--- src/hw/rtl/bsed_pkg.sv ---
// ----------------------------------------------------------------------------
// Beacon SSID extract/dedup package
// Shared constants and controller/datapath interface types.
// ----------------------------------------------------------------------------
`default_nettype none

package bsed_pkg;

    localparam int TABLE_ENTRIES  = 128;
    localparam int SSID_MAX_BYTES = 32;
    localparam int ENT_W   = (TABLE_ENTRIES > 1) ? $clog2(TABLE_ENTRIES) : 1;
    localparam int CNT_W   = ENT_W + 1;
    localparam int IDX_W   = $clog2(SSID_MAX_BYTES);
    localparam int LEN_W   = IDX_W + 1;
    localparam int BADDR_W = ENT_W + IDX_W;
    localparam int SSID_START_POS = 38;

    localparam logic [7:0]       BEACON_FC     = 8'h80;
    localparam logic [7:0]       TAG_NUM_POS   = 8'd36;
    localparam logic [IDX_W-1:0] SSID_START_LO = IDX_W'(SSID_START_POS % SSID_MAX_BYTES);
    localparam logic [6:0]       OFFSET_RESET  = 7'd26;
    localparam logic [7:0]       POS_MAX       = 8'd255;

    // Commands from the controller to the datapath
    typedef struct packed {
        logic accept;      // input byte taken: advance position
        logic set_len;     // latch tag length, clear trimmed length
        logic collect;     // store SSID byte, grow trimmed length
        logic search_init; // entry and byte index to zero
        logic next_ent;    // advance to the next table entry
        logic next_k;      // advance to the next byte of an entry
        logic miss;        // SSID is new: latch full flag, clear byte index
        logic store_wr;    // write one SSID byte into the table
        logic store_len;   // write length, bump entry count
        logic emit;        // load one result into the output register
    } ctl_cmd_t;

    // Status from the datapath to the controller
    typedef struct packed {
        logic pos_at_fc;
        logic pos_at_tag;
        logic byte_fc;
        logic byte_zero;
        logic len_ok;
        logic ssid_last;
        logic ent_done;
        logic len_match;
        logic byte_match;
        logic k_done;
        logic full;
        logic out_free;
        logic emit_last;
    } dp_stat_t;

endpackage

`default_nettype wire

--- src/hw/rtl/bsed_ctrl.sv ---
// ----------------------------------------------------------------------------
// Beacon SSID controller
// Frame parse phases, table search, table update and report sequencing.
// ----------------------------------------------------------------------------
`default_nettype none

module bsed_ctrl
    import bsed_pkg::*;
(
    input  wire logic     clk,
    input  wire logic     rst_n,
    input  wire logic     in_valid,
    input  wire logic     frame_end,
    output logic          in_ready,
    input  wire dp_stat_t stat,
    output ctl_cmd_t      cmd
);

    typedef enum logic [3:0] {
        P_WAIT_FC,
        P_FIXED,
        P_LEN,
        P_COLLECT,
        P_AFTER_ZERO,
        P_DONE,
        S_ISSUE,
        S_CHK,
        S_STORE,
        S_EMIT
    } state_t;

    state_t state_reg, state_next;
    logic   ret_wait_reg, ret_wait_next;  // frame ended with the last SSID byte
    logic   parsing;
    logic   accept;

    assign parsing = (state_reg == P_WAIT_FC) || (state_reg == P_FIXED) ||
                     (state_reg == P_LEN) || (state_reg == P_COLLECT) ||
                     (state_reg == P_AFTER_ZERO) || (state_reg == P_DONE);
    assign in_ready = parsing;
    assign accept   = in_valid && parsing;

    always_comb
    begin
        state_next    = state_reg;
        ret_wait_next = ret_wait_reg;
        cmd           = '0;
        cmd.accept    = accept;
        case (state_reg)
            P_WAIT_FC:
            begin
                if (accept && stat.pos_at_fc)
                begin
                    state_next = stat.byte_fc ? P_FIXED : P_DONE;
                end
            end
            P_FIXED:
            begin
                if (accept && stat.pos_at_tag)
                begin
                    state_next = stat.byte_zero ? P_LEN : P_DONE;
                end
            end
            P_LEN:
            begin
                if (accept)
                begin
                    cmd.set_len = stat.len_ok;
                    state_next  = stat.len_ok ? P_COLLECT : P_DONE;
                end
            end
            P_COLLECT, P_AFTER_ZERO:
            begin
                if (accept)
                begin
                    if (state_reg == P_COLLECT)
                    begin
                        if (stat.byte_zero)
                        begin
                            state_next = P_AFTER_ZERO;
                        end
                        else
                        begin
                            cmd.collect = 1'b1;
                        end
                    end
                    if (stat.ssid_last)
                    begin
                        cmd.search_init = 1'b1;
                        ret_wait_next   = frame_end;
                        state_next      = S_ISSUE;
                    end
                end
            end
            P_DONE:
            begin
            end
            S_ISSUE:
            begin
                if (stat.ent_done)
                begin
                    cmd.miss   = 1'b1;
                    state_next = stat.full ? S_EMIT : S_STORE;
                end
                else
                begin
                    state_next = S_CHK;
                end
            end
            S_CHK:
            begin
                state_next = S_ISSUE;
                if (!stat.len_match)
                begin
                    cmd.next_ent = 1'b1;
                end
                else if (stat.k_done)
                begin
                    // duplicate: drop the report
                    state_next = ret_wait_reg ? P_WAIT_FC : P_DONE;
                end
                else if (!stat.byte_match)
                begin
                    cmd.next_ent = 1'b1;
                end
                else
                begin
                    cmd.next_k = 1'b1;
                end
            end
            S_STORE:
            begin
                if (stat.k_done)
                begin
                    cmd.store_len = 1'b1;
                    state_next    = S_EMIT;
                end
                else
                begin
                    cmd.store_wr = 1'b1;
                end
            end
            S_EMIT:
            begin
                if (stat.out_free)
                begin
                    cmd.emit = 1'b1;
                    if (stat.emit_last)
                    begin
                        state_next = ret_wait_reg ? P_WAIT_FC : P_DONE;
                    end
                end
            end
            default:
            begin
                state_next = P_WAIT_FC;
            end
        endcase
        // frame end restarts parsing, but not while a report is pending
        if (accept && frame_end && (state_next != S_ISSUE))
        begin
            state_next = P_WAIT_FC;
        end
    end

    always_ff @(posedge clk or negedge rst_n)
    begin
        if (!rst_n)
        begin
            state_reg    <= P_WAIT_FC;
            ret_wait_reg <= 1'b0;
        end
        else
        begin
            state_reg    <= state_next;
            ret_wait_reg <= ret_wait_next;
        end
    end

endmodule

`default_nettype wire

--- config.mk ---
export PLATFORM = sky130hd
export DESIGN_NAME = bsed_ctrl
export DESIGN_NICKNAME = d
export VERILOG_FILES = /design/src/hw/rtl/bsed_pkg.sv /design/src/hw/rtl/bsed_ctrl.sv
export SDC_FILE = /design/constraint.sdc
export NUM_CORES = 1
export LEC_CHECK = 0
export BUFFER_PORTS_ARGS = -buffer_cell sky130_fd_sc_hd__buf_2
export CAP_MARGIN = 10
export CORE_MARGIN = 8
export CORE_UTILIZATION = 45
export DETAILED_ROUTE_END_ITERATION = 7
export PLACE_DENSITY = 0.77
export SLEW_MARGIN = 25
export SYNTH_ARGS = -nofsm -noshare
export SYNTH_HDL_FRONTEND = slang
export SYNTH_SLANG_ARGS = --single-unit
--- constraint.sdc ---
create_clock -name clk -period 2.2 [get_ports clk]
set_clock_uncertainty 0.05 [all_clocks]
set_input_delay 0 -clock clk [delete_from_list [all_inputs] [get_ports clk]]
set_output_delay 0 -clock clk [all_outputs]
set_load 0.05 [all_outputs]
Yosys cells after proc, flatten, opt, wreduce, memory -nomap -nowiden

Index checks and enable logic that the tools add are counted.

Div/mod/pow operators: 0
Multiply operators: 0
Reductions and logical operators: 13
Muxes and demuxes: 40
Shift operators: 0
Bitwise logic cells: 0
Add/subtract/negate cells: 0
Order comparisons: 0
Eq/ne operators: 10

Operators with widths:

| cell                                                  | number |
|---|---|
| two-way mux 4 bit                                     | 12 |
| one-hot mux 4 bit (9 select lines)                    | 1 |
| two-way mux 3 bit                                     | 6 |
| equality test 4 x 3 -> 1 bit, second input constant   | 4 |
| two-way mux 1 bit                                     | 16 |
| two-way mux 2 bit                                     | 5 |
| equality test 4 x 2 -> 1 bit, second input constant   | 2 |
| equality test 4 bit, second input constant            | 2 |
| logical AND 1 bit                                     | 5 |
| logical OR 1 bit                                      | 5 |
| equality test 4 x 1 -> 1 bit, second input constant   | 1 |
| logical NOT 4 bit                                     | 1 |
| inequality test 4 x 3 -> 1 bit, second input constant | 1 |
| AND reduction 3 bit                                   | 1 |
| OR reduction 2 bit                                    | 1 |

Word-level logic and storage cells: 65
Flip-flop bits (word level): 5
Memories: 0
RAM bits: 0
Output and inout port bits: 11
Input bits: 17
Bits in latches: 0
Memory bits (read-only): 0

Logic depth before layout (Yosys ltp)

Depth in word-level cells: 13
Depth in mapped cells: 6
Gate-level depth less buffers: 4

Worst setup path after synthesis

Ideal clock, no wire load.

Path kind: flip-flop to flip-flop
Start point: reg state_reg[1]
End point: reg state_reg[0]
Setup slack: -0.700 ns
Data required time: 2.066 ns
Clock period less this slack: 2.900 ns
Cell stages (with the launch flop): 6
Buffers on the path: 2
Setup time: 0.084 ns
Arrival: 2.766 ns
Cell sequence: dfrtp_1 -> buf_6 -> buf_2 -> nor4b_1 -> nor3_1 -> a31oi_1

Word-level cells in the longest chain between the ends: 13
Elaborated cells on any way between the ends: 34
Those cells by class: 10 x eq/ne; 12 x mux; 12 x reduce/logical

RTL lines:

| what                                                                     | line                             | RTL |
|---|---|---|
| from (decl)                                                              | bsed_ctrl.sv:32                  | `state_t state_reg, state_next;` |
| from (signal assigned)                                                   | bsed_ctrl.sv:175                 | `state_reg <= state_next;` |
| equality test 4 x 1 -> 1 bit / logical NOT 4 bit (equally long branches) | bsed_ctrl.sv:37, bsed_ctrl.sv:49 |  |
| logical OR 1 bit (2 in a row)                                            | bsed_ctrl.sv:37                  | `assign parsing = (state_reg == P_WAIT_FC) \|\| (state_reg == P_FIXED) \|\|` |
| logical OR 1 bit (2 in a row)                                            | bsed_ctrl.sv:38                  | `(state_reg == P_LEN) \|\| (state_reg == P_COLLECT) \|\|` |
| logical OR 1 bit                                                         | bsed_ctrl.sv:39                  | `(state_reg == P_AFTER_ZERO) \|\| (state_reg == P_DONE);` |
| logical AND 1 bit                                                        | bsed_ctrl.sv:41                  | `assign accept = in_valid && parsing;` |
| logical AND 1 bit, on equally long branches                              | bsed_ctrl.sv:59, bsed_ctrl.sv:52 |  |
| two-way mux 4 bit, on equally long branches                              | bsed_ctrl.sv:59, bsed_ctrl.sv:52 |  |
| one-hot mux 4 bit (9 select lines)                                       | bsed_ctrl.sv:49                  | `case (state_reg)` |
| inequality test 4 x 3 -> 1 bit                                           | bsed_ctrl.sv:160                 | `if (accept && frame_end && (state_next != S_ISSUE))` |
| logical AND 1 bit                                                        | bsed_ctrl.sv:160                 |  |
| two-way mux 4 bit (*)                                                    | bsed_ctrl.sv:160                 |  |
| net state_next[0]                                                        | bsed_ctrl.sv:32                  |  |

The timed path passes the listed nets; every way through them passes the cells marked *.
A chain may end at the register's enable or synchronous reset.

==> metrics.md <==
| Metric | Value |
|---|---|
| Synth area leaders | dfrtp_1, nand2b_1, nor2b_1, nand3b_1, nor2_1 |
| Fin Setup TNS | 0 ns |
| Total power | between 800 and 900 uW |
| CTS Sinks | 5 |
| Synth top cells by count | nor2_1, inv_1, nand2b_1 |
| Clk buf depth | 2 |
| Nets | 130 |
| DR WL/cell | between 15 and 20 um |
| CP max stage cell | dfrtp_1 |
| WL met1 | 804 um |
| RSZ-0062 raised after global routing | no |
| Port bufs | 27 |
| Clk network pwr share | 0.128 |
| Multi-input logic area | around 450 um2 |
| HP Class | in2reg |
| Tcrit/Tclk final | 0.883 |
| Family with the most delay on the worst path | flip-flops |
| Setup CP Type | reg2out |
| Flop2flop setup slack | ~0.37 ns |
| Starting Density | 0.485 |
| CTS Buf Count | 3 |
| Leakage | 0.348 nW |
| DIE AREA | 2880 um2 |
| Max incr delay on CP | approximately 0.6 ns |
| Mean Syn Cell Area | 7.52 um2 |
| Aggregate global routing overflow | 0 |
| P&R area growth vs syn | 26.6% |
| Filler Cell Count | between 100 and 150 |
| CP arrival | 1.89 ns |
| Net Sw Frac | 0.530 |
| Gpl congestion | ~0.91 |
| Synthesis-stage register bit count | 5 |
| Height of the die | approximately 54 um |
| Worst slew pin tran | 0.553 ns |
| Top Metal Used | met4 |
| Hold Vio Cnt, Final | 0 |
| Leading area contributor after synthesis | dfrtp_1 |
| Status | completed |
| Register area | 125 um2 |
| Final setup viols | 0 |
| Max cap viols | 0 |
| Hold_sp | stat[6] |
| Ys Warns | 0 |
| Main synth FF type | dfrtp_1 |
| Vias/cell | 6.00 |
| CTS tree | built |
| Fmax | 515 MHz |
| Worst endpoint required time | 2.15 ns |
| Ys async rst share | 1.00 |
| Synth unique cells | 32 |
| Synthesized instance count | 85 |
| Setup crit start kind | flop |
| Worst-path cell chain | or3b_4 > a211oi_4 > buf_2 |
| Fin crit period | 1.94 ns |
| Crit path buf inv count | 1 |
| Iteration-0 DRC Markers | 25 |
| Logic gate share of total power | 0.581 |
| Global-route wire length before repair | a little over 3000 um |
| Top-count cell post-synth | nor2_1 |
| Post-DP HPWL | around 1500 um |
| Mapped Nets | around 100 |
| H-tree levels | 1 |
| Gr usage total | 0.146 |
| Internal | 396 uW |
| Post-route ant nets | 0 |
| R2R Path Start | state_reg[0]$_DFF_PN0_ |
| Synth Cell Area | 639 um2 |
| Die Width | 53.7 um |
| WHS | 0.0294 ns |
| Max FFs per register | 4 |
| RR Endpoint | state_reg[2]$_DFF_PN0_ |
| Final Slew Violations | 0 |
| N_diodes | 0 |
| Power per Cell Area | 1040 nW/um2 |
| DR DRC count | 0 |
| I/O pin count | 28 |
| Worst IR Drop VDD | 0.000654 V |
| Vias | between 700 and 800 |
| Met3 routed wirelength | 197 um |
| Reg2Reg Depth | 4 |
| Largest net degree at the start of global routing | 21 |
| 1st-pass router iterations | 4 |
| Worst hold path cell count | 3 |
| Post-layout util | 0.614 |
| Worst-path fanout max | 15 |
| Sequential fraction of the synthesis area | 0.196 |
| Worst Hold End | state_reg[3]$_DFF_PN0_ |
| Slew HR | 0.631 |
| EDFF count, synth | 0 |
| Final wirelength | between 1500 and 2000 um |
| CP Capture Type | output pin |
| Psw | 447 uW |
| Initial antenna violation count | 0 |
| Post-synth top area share | 0.196 |
| Ratio of cells with drive above 1 in the final layout | 0.330 |
| Clk_lat worst skew | 0.25 ns |
| Vias in the first global route | around 700 |
| Root buf cell | clkbuf_4 |
| FP Rows | 13 |
| Core Area | between 1000 and 1500 um2 |
| Metal2 WL | 881 um |
| CTS clk-pin slew, worst paths | 0.04 ns |
| Reg power frac | 0.291 |
timing repair:
item | 4_1_cts | 5_1_grt
endpoints found under the setup margin | 0 | 0
gates resized for setup | 0 | 0
setup buffers | 0 | 0
hold endpoints to repair | 6 | 0
hold buffers | 2 | 0
per-stage QoR:
step | instances | setup slack (ns) | cell area [um2]
floorplan | 85 | 0.0766 | 652
global placement | 121 | 0.477 | 763
detailed placement | 121 | 0.394 | 763
CTS | 127 | 0.267 | 810
global route | 127 | 0.168 | 810
finish | 127 | 0.258 | 810
placed cells by master, fill, tap and decap left out, types with 3 or more instances in the layout:
master / n
nor3_1: 3
nand2b_1: 6
nor4_1: 3
nor2b_1: 5
nor2_1: 7
a211oi_1: 3
nand2_1: 5
buf_2: 27
dfrtp_1: 5
nand3b_1: 4
inv_1: 6
o21ai_0: 5
clkbuf_4: 3
power groups by stage:
stage	registers, mW	logic, mW	clock network, mW
floorplan	0.153	0.500	0
global placement	0.242	0.473	0
detailed placement	0.245	0.482	0
CTS	0.244	0.489	0.112
global route	0.259	0.534	0.122
finish	0.245	0.490	0.108
final cells by class:
cell class                 count  area share
multi-input combinational     66       0.556
timing repair buffer          30       0.201
sequential                     5       0.155
clock buffer                   4      0.0325
inverter                       7      0.0325
tap                           15      0.0232
layer usage:
metal	global-route usage	vias to the layer above
li1	-	370
met5	0	-
met4	0.0966	0
met1	0.171	346
met2	0.216	42
met3	0.0551	4
cell families after synthesis:
| group | count (synthesis) | share of synthesized area |
|---|---|---|
| buf+inv | 14 | 0.119 |
| flops | 5 | 0.196 |
| simple gates | 43 | 0.411 |
| compound gates | 23 | 0.274 |
worst max path at each step:
stage / from / endpoint / slack, ns / depth (start not counted)
after floorplan: state_reg[1]$_DFF_PN0_ / state_reg[0]$_DFF_PN0_ / 0.08 / 5
after global placement: state_reg[0]$_DFF_PN0_ / state_reg[2]$_DFF_PN0_ / 0.48 / 4
after detailed placement: state_reg[0]$_DFF_PN0_ / state_reg[2]$_DFF_PN0_ / 0.39 / 4
after CTS: state_reg[2]$_DFF_PN0_ / cmd[6] / 0.27 / 3
after global routing: state_reg[0]$_DFF_PN0_ / cmd[6] / 0.17 / 3
final: state_reg[2]$_DFF_PN0_ / cmd[6] / 0.26 / 3
worst register-to-register path, stage by stage, from the launching register on:
cell      delay [ns]
dfrtp_1         0.68
nand2b_1        0.20
a31oi_1         0.11
o311ai_0        0.46
a32oi_1         0.19
Power figures use the tool's default switching activity.
